===== config.mk =====
export PLATFORM = sky130hd
export DESIGN_NAME = osm_ctrl
export DESIGN_NICKNAME = d
export VERILOG_FILES = /design/src/rtl/osm_pkg.sv /design/src/rtl/osm_ctrl.sv
export SDC_FILE = /design/constraint.sdc
export NUM_CORES = 1
export LEC_CHECK = 0
export BUFFER_PORTS_ARGS = -buffer_cell sky130_fd_sc_hd__clkbuf_2
export CAP_MARGIN = 20
export CORE_AREA = 2 2 39 41
export DETAILED_ROUTE_END_ITERATION = 10
export DIE_AREA = 0 0 41 43
export HOLD_SLACK_MARGIN = 0.08
export SYNTH_ARGS = -nofsm -noshare
export SYNTH_HDL_FRONTEND = slang
export SYNTH_SLANG_ARGS = --single-unit

===== constraint.sdc =====
create_clock -name clk -period 1.78 [get_ports clk]
set_clock_uncertainty 0.05 [all_clocks]
set_input_delay 0.356 -clock clk [delete_from_list [all_inputs] [get_ports clk]]
set_output_delay 0.356 -clock clk [all_outputs]
set_load 0.02 [all_outputs]

===== src/rtl/osm_pkg.sv =====
// ----------------------------------------------------------------------------
// osm_pkg
// Types and constants shared by the order statistic multiset core.
// ----------------------------------------------------------------------------
`timescale 1ns / 1ps
package osm_pkg;

  localparam int KEY_W  = 32;
  localparam int CNT_W  = 20;
  localparam int RANK_W = CNT_W + 1;

  localparam logic [2:0] OP_INSERT = 3'd0;
  localparam logic [2:0] OP_REMOVE = 3'd1;
  localparam logic [2:0] OP_RANK   = 3'd2;
  localparam logic [2:0] OP_SELECT = 3'd3;
  localparam logic [2:0] OP_PRED   = 3'd4;
  localparam logic [2:0] OP_SUCC   = 3'd5;

  localparam logic [1:0] ST_OK   = 2'd0;
  localparam logic [1:0] ST_FULL = 2'd1;
  localparam logic [1:0] ST_NONE = 2'd2;

  localparam logic [2:0] ACT_NONE = 3'd0;
  localparam logic [2:0] ACT_INC  = 3'd1;
  localparam logic [2:0] ACT_NEW  = 3'd2;
  localparam logic [2:0] ACT_DEC  = 3'd3;
  localparam logic [2:0] ACT_DEL  = 3'd4;

  localparam logic [CNT_W-1:0] TOTAL_MAX = {CNT_W{1'b1}};

  typedef struct packed {
    logic [2:0]              opcode;
    logic signed [KEY_W-1:0] key;
    logic [CNT_W-1:0]        position;
  } osm_in_t;

  typedef struct packed {
    logic signed [KEY_W-1:0] result_key;
    logic [RANK_W-1:0]       result_rank;
    logic [1:0]              status;
  } osm_out_t;

  typedef struct packed {
    logic load;
    logic scan_rd;
    logic scan_ev;
    logic sh_init;
    logic sh_rd;
    logic sh_wr;
    logic wr_new;
    logic wr_cnt;
    logic del_done;
    logic latch_res;
    logic emit;
  } osm_cmd_t;

  typedef struct packed {
    logic       scan_done;
    logic       sh_done;
    logic [2:0] act;
  } osm_sts_t;

endpackage


===== src/rtl/osm_ctrl.sv =====
// ----------------------------------------------------------------------------
// osm_ctrl
// Controller: sequences scan, decision, shift and write-back per request.
// ----------------------------------------------------------------------------
`timescale 1ns / 1ps
module osm_ctrl import osm_pkg::*; (
  input  logic     clk,
  input  logic     rst_n,
  input  logic     start,
  output logic     busy,
  input  osm_sts_t sts,
  output osm_cmd_t cmd
);

  localparam logic [2:0] S_IDLE  = 3'd0;
  localparam logic [2:0] S_SRD   = 3'd1;
  localparam logic [2:0] S_SEV   = 3'd2;
  localparam logic [2:0] S_DEC   = 3'd3;
  localparam logic [2:0] S_SHRD  = 3'd4;
  localparam logic [2:0] S_SHWR  = 3'd5;
  localparam logic [2:0] S_WRITE = 3'd6;
  localparam logic [2:0] S_DONE  = 3'd7;

  logic [2:0] state_r, state_nxt;

  always_comb begin
    state_nxt = state_r;
    cmd       = '0;
    unique case (state_r)
      S_IDLE: begin
        if (start) begin
          cmd.load  = 1'b1;
          state_nxt = S_SRD;
        end
      end
      S_SRD: begin
        if (sts.scan_done) begin
          state_nxt = S_DEC;
        end else begin
          cmd.scan_rd = 1'b1;
          state_nxt   = S_SEV;
        end
      end
      S_SEV: begin
        cmd.scan_ev = 1'b1;
        state_nxt   = S_SRD;
      end
      S_DEC: begin
        cmd.sh_init   = 1'b1;
        cmd.latch_res = 1'b1;
        case (sts.act) inside
          ACT_NEW, ACT_DEL: state_nxt = S_SHRD;
          ACT_INC, ACT_DEC: state_nxt = S_WRITE;
          default:          state_nxt = S_DONE;
        endcase
      end
      S_SHRD: begin
        if (sts.sh_done) begin
          state_nxt = S_WRITE;
        end else begin
          cmd.sh_rd = 1'b1;
          state_nxt = S_SHWR;
        end
      end
      S_SHWR: begin
        cmd.sh_wr = 1'b1;
        state_nxt = S_SHRD;
      end
      S_WRITE: begin
        case (sts.act) inside
          ACT_NEW:          cmd.wr_new   = 1'b1;
          ACT_DEL:          cmd.del_done = 1'b1;
          ACT_INC, ACT_DEC: cmd.wr_cnt   = 1'b1;
          default:          cmd.wr_cnt   = 1'b0;
        endcase
        state_nxt = S_DONE;
      end
      S_DONE: begin
        cmd.emit  = 1'b1;
        state_nxt = S_IDLE;
      end
      default: state_nxt = S_IDLE;
    endcase
  end

  always_ff @(posedge clk) begin
    if (!rst_n) begin
      state_r <= S_IDLE;
    end else begin
      state_r <= state_nxt;
    end
  end

  assign busy = (state_r != S_IDLE);

endmodule


# Word level (Yosys, flattened, before mapping)
# Cells that the tools add are included.
[word_totals] ff_bits=3 output_inout_bits=12 elab_cells=40
[classes] n_eq_ne=12 mux=23 reduce_logical=4
[ops] operator="one-hot mux 3 bit (8 select lines)" count=1
[ops] operator="two-way mux 1 bit" count=18
[ops] operator="equality test 3 bit, second input constant" count=5
[ops] operator="equality test 3 x 2 -> 1 bit, second input constant" count=4
[ops] operator="equality test 3 x 1 -> 1 bit, second input constant" count=2
[ops] operator="two-way mux 3 bit" count=2
[ops] operator="two-way mux 2 bit" count=2
[ops] operator="OR reduction 2 bit" count=2
[ops] operator="zero test 3 bit" count=1
[ops] operator="nonzero test 3 bit" count=1
[ops] operator="!= test 2 bit, second input constant" count=1

# Longest topological paths before layout
[depth] depth_word=6 mapped_depth=4 depth_no_buf=3

# Least setup slack after synthesis
# Ideal clock, no wire load.
[synth_timing] path_kind="flip-flop to output port" startpoint="register state_r[2]" endpoint="output cmd[4] (netlist bit)" arrival_ns=1.513 required_ns=1.374 slack_ns=-0.139 path_stages_with_launch=5 path_cell_list="dfxtp_1 buf_2 nand2b_4 or2_1 nor4b_1"
[synth_rtl] element="start: declaration" line="osm_ctrl.sv:24" rtl="logic [2:0] state_r, state_nxt;"
[synth_rtl] element="start signal: assignment" line="osm_ctrl.sv:90" rtl="state_r <= state_nxt;"
[synth_rtl] element="end: declaration" line="osm_ctrl.sv:12" rtl="output osm_cmd_t cmd"

==> impl_metrics.prom <==
# TYPE chip_impl_metric gauge
chip_impl_metric{name="endpoint_required_time_on_the_critical_path",unit="ns"} 1.37
chip_impl_metric{name="largest_net_degree_at_the_start_of_global_routing",unit=""} 9
chip_impl_metric{name="grtUsageTotal",unit="%"} 9.31
chip_impl_metric{name="postPlaceCellArea",unit="um^2"} 422
chip_impl_metric{name="cap_violations",unit=""} 0
chip_impl_metric{name="ys_ff_latch",unit=""} 3
chip_impl_metric{name="detail_route.vias_per_cell",unit=""} 4.45
chip_impl_metric{name="gp_routability_congestion",unit=""} 0.759
chip_impl_metric{name="via_count",unit=""} 347
chip_impl_metric{name="detail-route-antenna-nets",unit=""} 0
chip_impl_metric{name="detail_route.wl_per_cell",unit="um"} 10.2
chip_impl_metric{name="max_freq",unit="MHz"} 581
chip_impl_info{name="timing.critical_path.mode_cell",value="buf_4"} 1
chip_impl_metric{name="overall_die_height",unit="um"} 43
chip_impl_info{name="largest_registers",value="state_r: 3 flops"} 1
chip_impl_metric{name="postSynthAreaPerCell",unit="um^2"} 7.64
chip_impl_metric{name="cts.hold.buffers_added",unit=""} 0
chip_impl_info{name="netlist.top_cell.by_area",value="dfxtp_1"} 1
chip_impl_info{name="synth_top_flop_cell",value="dfxtp_1"} 1
chip_impl_metric{name="postSynthCellCount",unit=""} 39
chip_impl_metric{name="detailed_route_wl",unit="um"} 798
chip_impl_metric{name="slew_headroom",unit="%"} 84.5
chip_impl_metric{name="numClockSinks",unit=""} 3
chip_impl_metric{name="initial_antenna_violation_count",unit=""} 0
chip_impl_metric{name="placed_cells_incl_taps",unit=""} 74
chip_impl_info{name="outcome",value="complete, no violations"} 1
chip_impl_metric{name="layout_cell_share_with_drive_strength_beyond_1",unit="%"} 53.2
chip_impl_info{name="slowest_stage",value="or3_4"} 1
chip_impl_info{name="clock-root-buffer",value="clkbuf_4"} 1
chip_impl_metric{name="dpl.hpwl",unit="um"} 646
chip_impl_metric{name="via_count_of_the_first_global_routing_pass",unit=""} 257
chip_impl_metric{name="clk_pin_slew",unit="ns"} 0.04
chip_impl_metric{name="final_core_utilization",unit="%"} 33.8
chip_impl_metric{name="remaining_drc_errors",unit=""} 0
chip_impl_metric{name="die_x",unit="um"} 41
chip_impl_info{name="largest_register",value="state_r"} 1
chip_impl_metric{name="drt_iter0_drcs",unit=""} 7
chip_impl_info{name="path_cells",value="buf_4 -> or3_4 -> nor2_2 -> buf_4"} 1
chip_impl_metric{name="slew_violations",unit=""} 0
chip_impl_metric{name="report.final.setup_viol",unit=""} 0
chip_impl_metric{name="synth_top_area_share",unit="%"} 20.2
chip_impl_metric{name="grt_remaining_overflow",unit=""} 0
chip_impl_info{name="worst-setup-path-type",value="reg -> out"} 1
chip_impl_metric{name="static-leakage-power",unit="nW"} 0.232
chip_impl_metric{name="vdd.ir_drop.worst",unit="V"} 0.000223
chip_impl_info{name="synth_common_cells",value="4 x nor2_1, 4 x nor3_1, 3 x dfxtp_1, 3 x inv_1, 3 x nand2b_1"} 1
chip_impl_metric{name="min_period",unit="ns"} 1.72
chip_impl_metric{name="r2r_setup_slack",unit="ns"} 0.45
chip_impl_info{name="crit_path_start_kind",value="flip-flop"} 1
chip_impl_metric{name="power-per-cell-area",unit="mW/mm^2"} 693
chip_impl_metric{name="hold_depth",unit=""} 2
chip_impl_metric{name="cts_buffers",unit=""} 3
chip_impl_info{name="regToRegEndpoint",value="state_r[0]$_SDFFE_PN0P_"} 1
chip_impl_info{name="ys_top_cells_by_area",value="dfxtp_1 20%, nor3_1 6.7%, nand2b_1 6.3%"} 1
chip_impl_info{name="cp_top_family",value="simple AND/OR/NAND/NOR gates"} 1
chip_impl_metric{name="mappedNetlistArea",unit="um^2"} 298
chip_impl_metric{name="buffer_ports.inserted",unit=""} 19
chip_impl_metric{name="critical_path_buf_inv_count",unit=""} 2
chip_impl_metric{name="timing.final.hold_violations",unit=""} 0
chip_impl_metric{name="postSynth.asyncResetShare",unit="%"} 0
chip_impl_metric{name="core",unit="mm^2"} 0.00138
chip_impl_metric{name="crit_cells",unit=""} 4
chip_impl_info{name="worstSetupEndpointType",value="output pin"} 1
chip_impl_metric{name="num_antenna_cells",unit=""} 0
chip_impl_metric{name="dieArea",unit="mm^2"} 0.00176
chip_impl_metric{name="nNetsFinal",unit=""} 71
chip_impl_metric{name="fp-row-count",unit=""} 14
chip_impl_metric{name="grt_first_pass_wirelength",unit="um"} 1020
chip_impl_info{name="holdCritPathClass",value="in -> reg"} 1
chip_impl_metric{name="synth_seq_area_share",unit="%"} 20.2
chip_impl_metric{name="final_clock_period_utilization_by_the_worst_path",unit="%"} 96.7
chip_impl_metric{name="max_stage_delay",unit="ns"} 0.38
chip_impl_metric{name="clock_insertion_delay_worst_skew",unit="ns"} 0.23
chip_impl_metric{name="timing_worst_slew_pin_value",unit="ns"} 0.231
chip_impl_info{name="cts_tree",value="done"} 1
chip_impl_metric{name="crit_fanout",unit=""} 8
chip_impl_info{name="worst_r2r_startpoint",value="state_r[2]$_SDFFE_PN0P_"} 1
chip_impl_metric{name="fin_hold_ws",unit="ns"} 0.315
chip_impl_metric{name="finish.instance_area",unit="um^2"} 468
chip_impl_info{name="hold_path_startpoint",value="rst_n"} 1
chip_impl_info{name="rsz0062_at_grt",value="true"} 1
chip_impl_metric{name="critical_path_arrival",unit="ns"} 1.32
chip_impl_metric{name="ioPinCount",unit=""} 20
chip_impl_metric{name="cts-root-to-sink-buffers",unit=""} 2
chip_impl_metric{name="synth-edff-count",unit=""} 0
chip_impl_metric{name="ys_types",unit=""} 24
chip_impl_info{name="hold_end",value="state_r[1]$_SDFFE_PN0P_"} 1
chip_impl_metric{name="first_pass_iters",unit=""} 2
chip_impl_metric{name="cts_max_level",unit=""} 1
chip_impl_metric{name="ys_warn_count",unit=""} 0
chip_impl_metric{name="post_cts.repair.setup_buffers",unit=""} 0
chip_impl_metric{name="reg2regPathDepth",unit=""} 4
chip_impl_metric{name="synth_fp_nets",unit=""} 47
chip_impl_metric{name="initial_utilization",unit="%"} 21.5
chip_impl_metric{name="totalPowerFinal",unit="mW"} 0.324
chip_impl_metric{name="largest_register_ff_count",unit=""} 3
chip_impl_metric{name="syn_to_final_growth",unit="%"} 57.1
chip_impl_metric{name="layout.cells.non_filler",unit=""} 78
per-layer routing:
| metal | wire length (um) | up-vias | global-route usage (%) |
|---|---|---|---|
| met4 | 17 | 0 | 12.0 |
| met1 | 360 | 146 | 11.8 |
| met5 | 0 | - | 0 |
| li1 | - | 182 | - |
| met3 | 62 | 2 | 1.57 |
| met2 | 359 | 17 | 10.9 |
cell usage in the layout, fill, tap and decap left out, drive strengths merged:
| cell | netlist | final |
|---|---|---|
| nand2 | 1 | 1 |
| nor3 | 4 | 4 |
| a211oi | 1 | 1 |
| xnor2 | 1 | 1 |
| nor4b | 2 | 2 |
| a21oi | 2 | 2 |
| xor2 | 1 | 1 |
| and2 | 1 | 1 |
| or3 | 2 | 2 |
| o311a | 1 | 1 |
| nor2 | 4 | 4 |
| o21ai | 1 | 1 |
| a31oi | 1 | 1 |
| o21a | 1 | 1 |
| nand2b | 4 | 4 |
| or2 | 1 | 1 |
| inv | 3 | 3 |
| clkbuf | 0 | 20 |
| buf | 3 | 6 |
| and3 | 2 | 2 |
| dfxtp | 3 | 3 |
how the worst max path moves through the flow:
stage	from	to	slack (ns)
final	state_r[2]$_SDFFE_PN0P_	cmd[10]	0.06
after floorplan	state_r[2]$_SDFFE_PN0P_	cmd[2]	0.09
after detailed placement	state_r[0]$_SDFFE_PN0P_	cmd[2]	0.23
after CTS	state_r[0]$_SDFFE_PN0P_	cmd[2]	-0.008
after global placement	state_r[1]$_SDFFE_PN0P_	cmd[2]	0.25
after global routing	state_r[0]$_SDFFE_PN0P_	cmd[4]	-0.002
report_power, final:
group	total, mW	switching (mW)	internal, mW	leakage, nW
registers	0.0793	0.00405	0.0752	0.0249
clock network	0.117	0.0334	0.0839	0.0150
logic	0.128	0.0716	0.0562	0.192
total	0.324	0.109	0.215	0.232
area by class of cell:
type                       count  area, um^2
inverter                       3        11.3
multi-input combinational     30         226
timing repair buffer          22         123
fill                         157         916
sequential                     3        61.3
tap                           16        20.0
clock buffer                   4        26.3
through the flow:
| step | worst slack [ns] | setup TNS [ns] |
|---|---|---|
| floorplan | 0.0924 | 0 |
| global placement | 0.253 | 0 |
| detailed placement | 0.234 | 0 |
| CTS | -0.00802 | -0.00802 |
| global route | -0.00240 | -0.00240 |
| finish | 0.0580 | 0 |
kinds of logic after synthesis:
logic type	after synthesis	share of synthesized area, %
AND/OR/NAND/NOR	21	46.2
AO/OA/AOI/OAI	7	17.2
buffers and inverters	6	10.5
flip-flops	3	20.2
XOR/XNOR	2	5.88
timing repair:
action / in CTS / in global routing
gates cloned: 0 / 0
hold endpoints to repair: 0 / 0
gates resized for setup: 2 / 7
pin swaps: 0 / 1
endpoints found under the setup margin: 1 / 3
Note: power is estimated with default switching activity, not from simulation.
