## src/rtl/osm_pkg.sv

```systemverilog
// ----------------------------------------------------------------------------
// osm_pkg
// Types and constants shared by the order statistic multiset core.
// ----------------------------------------------------------------------------
`timescale 1ns / 1ps
package osm_pkg;

  localparam int KEY_W  = 32;
  localparam int CNT_W  = 20;
  localparam int RANK_W = CNT_W + 1;

  localparam logic [2:0] OP_INSERT = 3'd0;
  localparam logic [2:0] OP_REMOVE = 3'd1;
  localparam logic [2:0] OP_RANK   = 3'd2;
  localparam logic [2:0] OP_SELECT = 3'd3;
  localparam logic [2:0] OP_PRED   = 3'd4;
  localparam logic [2:0] OP_SUCC   = 3'd5;

  localparam logic [1:0] ST_OK   = 2'd0;
  localparam logic [1:0] ST_FULL = 2'd1;
  localparam logic [1:0] ST_NONE = 2'd2;

  localparam logic [2:0] ACT_NONE = 3'd0;
  localparam logic [2:0] ACT_INC  = 3'd1;
  localparam logic [2:0] ACT_NEW  = 3'd2;
  localparam logic [2:0] ACT_DEC  = 3'd3;
  localparam logic [2:0] ACT_DEL  = 3'd4;

  localparam logic [CNT_W-1:0] TOTAL_MAX = {CNT_W{1'b1}};

  typedef struct packed {
    logic [2:0]              opcode;
    logic signed [KEY_W-1:0] key;
    logic [CNT_W-1:0]        position;
  } osm_in_t;

  typedef struct packed {
    logic signed [KEY_W-1:0] result_key;
    logic [RANK_W-1:0]       result_rank;
    logic [1:0]              status;
  } osm_out_t;

  typedef struct packed {
    logic load;
    logic scan_rd;
    logic scan_ev;
    logic sh_init;
    logic sh_rd;
    logic sh_wr;
    logic wr_new;
    logic wr_cnt;
    logic del_done;
    logic latch_res;
    logic emit;
  } osm_cmd_t;

  typedef struct packed {
    logic       scan_done;
    logic       sh_done;
    logic [2:0] act;
  } osm_sts_t;

endpackage

```

## src/rtl/osm_dp.sv

```systemverilog
// ----------------------------------------------------------------------------
// osm_dp
// Datapath: sorted key/count tables, scan accumulators, shift and result.
// ----------------------------------------------------------------------------
`timescale 1ns / 1ps
module osm_dp import osm_pkg::*; #(
  parameter int CAPACITY = 64
) (
  input  logic     clk,
  input  logic     rst_n,
  input  osm_cmd_t cmd,
  output osm_sts_t sts,
  input  osm_in_t  in_data,
  output logic     out_valid,
  output osm_out_t out_data
);

  localparam int IDX_W = (CAPACITY > 1) ? $clog2(CAPACITY) : 1;
  localparam int CW    = $clog2(CAPACITY + 1);
  localparam logic [CW-1:0] CAP_C = CW'(CAPACITY);

  logic [KEY_W-1:0] key_mem [CAPACITY];
  logic [CNT_W-1:0] cnt_mem [CAPACITY];
  logic [KEY_W-1:0] rd_key_r;
  logic [CNT_W-1:0] rd_cnt_r;

  logic [2:0]              op_r;
  logic signed [KEY_W-1:0] key_r;
  logic [CNT_W-1:0]        want_r;
  logic [CW-1:0]           idx_r, lidx_r, sh_r, used_r;
  logic [CNT_W-1:0]        total_r, sum_less_r, hit_cnt_r;
  logic [CNT_W:0]          sel_sum_r;
  logic signed [KEY_W-1:0] prev_key_r, succ_key_r, sel_key_r;
  logic                    succ_found_r, sel_found_r, hit_r;
  osm_out_t                res_r, out_data_r;
  logic                    out_valid_r;

  logic [CW-1:0]    raddr;
  logic             we;
  logic [CW-1:0]    waddr;
  logic [KEY_W-1:0] wkey;
  logic [CNT_W-1:0] wcnt;
  logic [CNT_W:0]   sel_sum_nxt;
  logic [2:0]       act;
  osm_out_t         res_nxt;
  logic             is_ins;

  assign is_ins = (op_r == OP_INSERT);

  always_comb begin
    raddr = '0;
    if (cmd.scan_rd) begin
      raddr = idx_r;
    end else if (cmd.sh_rd) begin
      raddr = is_ins ? sh_r - CW'(1) : sh_r + CW'(1);
    end
  end

  always_comb begin
    we    = 1'b0;
    waddr = sh_r;
    wkey  = rd_key_r;
    wcnt  = rd_cnt_r;
    if (cmd.sh_wr) begin
      we = 1'b1;
    end else if (cmd.wr_new) begin
      we    = 1'b1;
      waddr = lidx_r;
      wkey  = key_r;
      wcnt  = CNT_W'(1);
    end else if (cmd.wr_cnt) begin
      we    = 1'b1;
      waddr = lidx_r;
      wkey  = key_r;
      wcnt  = is_ins ? hit_cnt_r + CNT_W'(1) : hit_cnt_r - CNT_W'(1);
    end
  end

  always_ff @(posedge clk) begin
    if (we) begin
      key_mem[waddr[IDX_W-1:0]] <= wkey;
      cnt_mem[waddr[IDX_W-1:0]] <= wcnt;
    end
    rd_key_r <= key_mem[raddr[IDX_W-1:0]];
    rd_cnt_r <= cnt_mem[raddr[IDX_W-1:0]];
  end

  assign sel_sum_nxt = sel_sum_r + {1'b0, rd_cnt_r};

  always_ff @(posedge clk) begin
    if (!rst_n) begin
      used_r  <= '0;
      total_r <= '0;
    end else if (cmd.wr_new) begin
      used_r  <= used_r + CW'(1);
      total_r <= total_r + CNT_W'(1);
    end else if (cmd.del_done) begin
      used_r  <= used_r - CW'(1);
      total_r <= total_r - CNT_W'(1);
    end else if (cmd.wr_cnt) begin
      total_r <= is_ins ? total_r + CNT_W'(1) : total_r - CNT_W'(1);
    end
  end

  always_ff @(posedge clk) begin
    if (cmd.load) begin
      op_r         <= in_data.opcode;
      key_r        <= in_data.key;
      want_r       <= (in_data.position == '0) ? CNT_W'(1) : in_data.position;
      idx_r        <= '0;
      lidx_r       <= '0;
      sum_less_r   <= '0;
      sel_sum_r    <= '0;
      hit_r        <= 1'b0;
      hit_cnt_r    <= '0;
      succ_found_r <= 1'b0;
      sel_found_r  <= 1'b0;
      prev_key_r   <= '0;
      succ_key_r   <= '0;
      sel_key_r    <= '0;
    end else if (cmd.scan_ev) begin
      idx_r     <= idx_r + CW'(1);
      sel_sum_r <= sel_sum_nxt;
      if ($signed(rd_key_r) < key_r) begin
        lidx_r     <= lidx_r + CW'(1);
        sum_less_r <= sum_less_r + rd_cnt_r;
        prev_key_r <= rd_key_r;
      end else if ($signed(rd_key_r) == key_r) begin
        hit_r     <= 1'b1;
        hit_cnt_r <= rd_cnt_r;
      end else if (!succ_found_r) begin
        succ_found_r <= 1'b1;
        succ_key_r   <= rd_key_r;
      end
      if (!sel_found_r && sel_sum_nxt >= {1'b0, want_r}) begin
        sel_found_r <= 1'b1;
        sel_key_r   <= rd_key_r;
      end
    end
  end

  always_ff @(posedge clk) begin
    if (cmd.sh_init) begin
      sh_r <= is_ins ? used_r : lidx_r;
    end else if (cmd.sh_wr) begin
      sh_r <= is_ins ? sh_r - CW'(1) : sh_r + CW'(1);
    end
  end

  always_comb begin
    act = ACT_NONE;
    if (is_ins) begin
      if (total_r == TOTAL_MAX) begin
        act = ACT_NONE;
      end else if (hit_r) begin
        act = ACT_INC;
      end else if (used_r != CAP_C) begin
        act = ACT_NEW;
      end
    end else if (op_r == OP_REMOVE && hit_r) begin
      act = (hit_cnt_r == CNT_W'(1)) ? ACT_DEL : ACT_DEC;
    end
  end

  always_comb begin
    res_nxt = '0;
    case (op_r)
      OP_INSERT: begin
        if (act == ACT_NONE) res_nxt.status = ST_FULL;
      end
      OP_REMOVE: begin
        if (!hit_r) res_nxt.status = ST_NONE;
      end
      OP_RANK: begin
        res_nxt.result_rank = {1'b0, sum_less_r} + RANK_W'(1);
      end
      OP_SELECT: begin
        if (want_r > total_r) res_nxt.status = ST_NONE;
        else res_nxt.result_key = sel_key_r;
      end
      OP_PRED: begin
        if (lidx_r == '0) res_nxt.status = ST_NONE;
        else res_nxt.result_key = prev_key_r;
      end
      OP_SUCC: begin
        if (!succ_found_r) res_nxt.status = ST_NONE;
        else res_nxt.result_key = succ_key_r;
      end
      default: res_nxt = '0;
    endcase
  end

  always_ff @(posedge clk) begin
    if (cmd.latch_res) res_r <= res_nxt;
    if (cmd.emit) out_data_r <= res_r;
  end

  always_ff @(posedge clk) begin
    if (!rst_n) begin
      out_valid_r <= 1'b0;
    end else begin
      out_valid_r <= cmd.emit;
    end
  end

  assign sts.scan_done = (idx_r == used_r);
  assign sts.sh_done   = is_ins ? (sh_r == lidx_r)
                                : (({1'b0, sh_r} + (CW + 1)'(1)) >= {1'b0, used_r});
  assign sts.act       = act;
  assign out_valid     = out_valid_r;
  assign out_data      = out_data_r;

endmodule

```

## config.mk

```make
export PLATFORM = sky130hd
export DESIGN_NAME = osm_dp
export DESIGN_NICKNAME = d
export VERILOG_FILES = /design/src/rtl/osm_pkg.sv /design/src/rtl/osm_dp.sv
export SDC_FILE = /design/constraint.sdc
export NUM_CORES = 2
export LEC_CHECK = 0
export ABC_AREA = 1
export BUFFER_PORTS_ARGS = -buffer_cell sky130_fd_sc_hd__buf_2
export CAP_MARGIN = 20
export CORE_UTILIZATION = 40
export CTS_BUF_LIST = sky130_fd_sc_hd__clkbuf_4 sky130_fd_sc_hd__clkbuf_8 sky130_fd_sc_hd__clkbuf_16
export CTS_CLUSTER_DIAMETER = 200
export DETAILED_ROUTE_END_ITERATION = 8
export GPL_ROUTABILITY_DRIVEN = 0
export PLACE_DENSITY = 0.6
export SYNTH_ARGS = -nofsm -noshare
export SYNTH_HDL_FRONTEND = slang
export SYNTH_SLANG_ARGS = --single-unit
```

## constraint.sdc

```tcl
create_clock -name clk -period 13.3 [get_ports clk]
set_input_delay 3.325 -clock clk [delete_from_list [all_inputs] [get_ports clk]]
set_output_delay 3.325 -clock clk [all_outputs]
set_load 0.05 [all_outputs]
```

* Yosys cells after proc, flatten, opt, wreduce, memory -nomap -nowiden
Memory sizes are Yosys's and may differ from the RTL's. A register that Yosys moved wholly into a read port is not among the register bits. Cells that the tools add are included.
Storage, ports and cells: register bits 374, RAM bits 3328, input bits 68, output and inout port bits 61, memories 2
Memories:
- key_mem | depth 64, width 32, read ports 1, clocked after memory_dff 1, wr ports 1, RTL line osm_dp.sv:22 | logic [KEY_W-1:0] key_mem [CAPACITY];
- cnt_mem | depth 64, width 20, read ports 1, clocked after memory_dff 1, wr ports 1, RTL line osm_dp.sv:23 | logic [CNT_W-1:0] cnt_mem [CAPACITY];
Cells by class: add/subtract/negate cells 14, magnitude comparators 4, equality and inequality tests 11, muxes and demuxes 44, bitwise operators 3, reductions and logical operators 15
Operators by type and width (count):
- 32-bit two-way mux | 6
- 20-bit two-way mux | 8
- 32-bit one-hot mux with 3 select lines | 1
- 7-bit two-way mux | 6
- 20-bit by 1-bit adder with 20-bit output, second input constant | 2
- 20-bit by 1-bit subtractor with 20-bit output, second input constant | 2
- 32-bit equality test | 1
- 32-bit < comparator | 1
- 6-bit two-way mux | 5
- 7-bit by 1-bit adder with 7-bit output, second input constant | 4
- 20-bit by 1-bit adder with 21-bit output, second input constant | 1
- 21-bit by 20-bit adder with 21-bit output | 1
- 21-bit by 20-bit >= comparator with 1-bit output | 1
- 20-bit adder | 1
- 20-bit by 1-bit equality test with 1-bit output, second input constant | 1
- 20-bit equality test, second input constant | 1
- 20-bit greater-than comparator | 1
- 20-bit zero test | 1
- 7-bit equality test | 2
- 2-bit two-way mux | 7
- 7-bit by 1-bit subtractor with 7-bit output, second input constant | 2
- 2-bit one-hot mux with 5 select lines | 1
- 3-bit two-way mux | 3
- 7-bit by 1-bit adder with 8-bit output, second input constant | 1
- 16 further kinds | 31

* Longest topological paths before layout
word-level depth 8, gate-level depth with buffers 27

* Least setup slack after synthesis
No wires, ideal clock.
path type input to register, start input cmd[5] (netlist bit), end memory cnt_mem[0][13], data pin, library setup time 0.702 ns, arrival time 6.702 ns, required time 12.598 ns, setup slack 5.896 ns, cell stages on the path 5, path buffers 2, path through clkbuf_1 > nor2_1 > clkbuf_1 > o21ai_0 > o21ai_0
Between the ends: cells in the longest elaborated chain, start to end 1
RTL lines:
- start, declared | RTL line osm_dp.sv:11 | input osm_cmd_t cmd,
- 20-bit two-way mux | RTL line osm_dp.sv:64 | if (cmd.sh_wr) begin
- net wcnt[13] | RTL line osm_dp.sv:42 | logic [CNT_W-1:0] wcnt;
- end, declared | RTL line osm_dp.sv:23
The timed path passes the listed nets, and every way through them passes these cells.

==> flow_summary.toml <==
[timing]
timing.final.crit_share = 0.5590
finalHoldViolations = 0
fin_crit_ns = 7.435
finalClockSkew_ns = 0.05816
max_freq_mhz = 134.5
relSlewSlack = 0.1970
setup_viol = 0
fin_setup_tns_ns = 0
rsz0062_at_grt = "false"
slew_violations = 0
tightestPinTransition_ns = 1.205
fin_ws_ns = 5.865

[setup_path]
required_ns = 9.97
critical_path.max_fanout = 39
critical_path_class = "register to primary output"
crit_family = "buffers and inverters"
max_stage_delay_ns = 0.94
r2r_cells = 16
cp_data_arrival_time_ns = 4.11
crit_buf_inv = 4
cp_slowest_cell = "o41ai_1"
reg2reg_from = "op_r[2]"
worst_r2r_endpoint = "rd_cnt_r[1]"
crit_chain = "inv_1, nand2_1, buf_4, clkinv_1, nand3_1, o41ai_1, buf_2"
end_kind = "primary output"
setup.worst_path.start = "op_r[2]"
r2r_setup_slack_ns = 6.43
critPathLaunchType = "register"

[finish]
mostFrequentLayoutCells = "3500 x edfxtp_1, 1563 x o21ai_0, 1064 x nor2_1"
drive_gt1_frac = 0.1152
utilization = 0.4541
syn_to_final_growth_pct = 12.86
fillerInstances = 33910
fin_nets = 12260
final_common_cell = "edfxtp_1"

[yosys]
synthFlopType = "edfxtp_1"
yosysWarningCount = 0
syn_area_per_cell_um2 = 12.71
synth_seq_cells = 3754
synthArstFlopShare = 0
netlist_area_um2 = 154100
yosysSeqAreaShare = 0.7152
synth_edf_count = 3500
synth_cell_types = 54
synth_nets = 12330
synthCells = 12120

[global_route]
antenna_found_initial = 19
grt_pass1_wl_um = 673400
grt_overflow = 0
grtUsageTotal = 0.2333
grt_start_max_net_pins = 166
grt_pass1_vias = 94660

[floorplan]
core_area_um2 = 382900
die_area_um2 = 387600
start_util = 0.4024
die_x_um = 622.6
die_h_um = 622.6
row_count = 227
num_io_pins = 129

[routing]
wl_per_cell_um = 26.79
route.detailed.drc = 0
routed_wl_um = 466600
vias_per_cell = 5.853
drt_pre_antenna_iters = 8
via_count = 101900
drtIter0Drc = 13730
ant_nets = 0

[pwr]
ir_drop_mv = 0.1533
leakage_nw = 57.33
cellPowerDensity_nw_per_um2 = 192.9

[min_path]
holdPathStages = 0
hold_start = "res_r[47]"
hp-class = "register to register"
holdPathEnd = "out_data[47]"

[run]
maxCapViolations = 0

[clock_tree]
clock_path_buffers = 4
h-tree-depth = 5
cts_made_buffers = 391
cts_hold_buf = 0
clk_latency_ns = 0.98
cts_setup_buffers = 0
ctsRootBufferMaster = "clkbuf_16"
numClockSinks = 3754
cts_resized = 0
clk_pin_slew_ns = 0.06
cts_tree = "done"

[place]
port_buffers = 128
place_ws_ns = 5.288
hpwl_um = 252900

[run_status]
status = "completed"
==> sequential cells by signal, indices dropped and copies added, names as in the netlist <==
register,flops
key_mem,2048
cnt_mem,1280
out_data,55
res_r,55
key_r,32
prev_key_r,32
rd_key_r,32
sel_key_r,32
succ_key_r,32
sel_sum_r,21
hit_cnt_r,20
rd_cnt_r,20
sum_less_r,20
total_r,20
want_r,20
idx_r,7
lidx_r,7
sh_r,7
used_r,7
op_r,3
hit_r,1
out_valid,1
sel_found_r,1
succ_found_r,1
==> worst max path at each step <==
stage,endpoint,slack (ns),cells past startpoint
after floorplan,cnt_mem[0][13],5.90,5
after global placement,rd_key_r[4],5.31,14
after detailed placement,cnt_mem[53][10],5.29,9
after CTS,sts[3],5.93,7
after global routing,sts[3],5.82,7
final,sts[3],5.87,7
==> synth_stat cells, drive strengths merged, types with 3 or more instances <==
| library cell | count | area [um^2] |
|---|---|---|
| fa | 4 | 80.08 |
| edfxtp | 3500 | 105100 |
| nor2 | 1134 | 4264 |
| nand3 | 682 | 3418 |
| a211oi | 3 | 22.52 |
| a21o | 6 | 45.04 |
| xor2 | 47 | 411.6 |
| nor4 | 15 | 93.84 |
| o21a | 4 | 30.03 |
| and2 | 3 | 18.77 |
| clkinv | 3 | 11.26 |
| o22ai | 183 | 1157 |
| inv | 578 | 2170 |
| a21oi | 267 | 1336 |
| nand4 | 74 | 462.9 |
| a32oi | 32 | 280.3 |
| nand3b | 3 | 22.52 |
| o221ai | 5 | 43.79 |
| dfxtp | 254 | 5085 |
| clkbuf | 564 | 2117 |
| nor3 | 40 | 200.2 |
| ha | 138 | 1727 |
| o211ai | 1033 | 7755 |
| nand2 | 776 | 2923 |
| a31oi | 8 | 50.05 |
| o21ai | 1823 | 9139 |
| o21bai | 364 | 2733 |
| o31ai | 3 | 22.52 |
| buf | 286 | 1468 |
| or2 | 253 | 1583 |
| xnor2 | 16 | 140.1 |
==> metal layers <==
metal / up-vias / routed length (um) / track usage
li1: 45040 / - / -
met1: 51340 / 200700 / 0.3441
met2: 4876 / 208500 / 0.3553
met3: 671 / 46170 / 0.04389
met4: 4 / 11160 / 0.05714
met5: - / 21 / 0
==> power breakdown <==
group / internal (W) / switching, W
registers: 0.0145 / 0.000654
clock network: 0.00649 / 0.00465
logic: 0.00182 / 0.00546
==> cell type report <==
class | count | area (um^2) | area share
timing repair buffer | 383 | 2846 | 0.01637
antenna | 6 | 15.01 | 0.00008636
tap | 5038 | 6304 | 0.03626
clock buffer | 496 | 10910 | 0.06274
clock inverter | 223 | 2178 | 0.01253
sequential | 3754 | 110200 | 0.6338
multi-input combinational | 6934 | 39210 | 0.2255
inverter | 581 | 2218 | 0.01276
==> metrics by stage <==
step	hold slack (ns)	total power [W]	cell area, um^2	instances
2_1_floorplan	0.4003	0.01943	154100	12120
3_3_place_gp	0.4015	0.02243	160600	16680
3_5_place_dp	0.4045	0.02249	160700	16690
4_1_cts	0.4157	0.03353	173800	17400
5_1_grt	0.4239	0.03470	173800	17410
6_report	0.4130	0.03354	173900	17420
==> cell families (layout without fill, tap and decap cells) <==
logic type | Yosys count | count (layout) | synth area share
adder cells (fa/ha/maj) | 142 | 142 | 0.01173
flip-flops | 3754 | 3754 | 0.7152
AO/OA/AOI/OAI | 3741 | 3741 | 0.1473
buffers and inverters | 1431 | 1683 | 0.03742
XOR/XNOR | 63 | 63 | 0.003582
multiplexers | 1 | 1 | 0.00006498
other | 0 | 6 | 0
AND/OR/NAND/NOR | 2987 | 2987 | 0.08464
No activity file was read; power rests on OpenSTA's default activity.
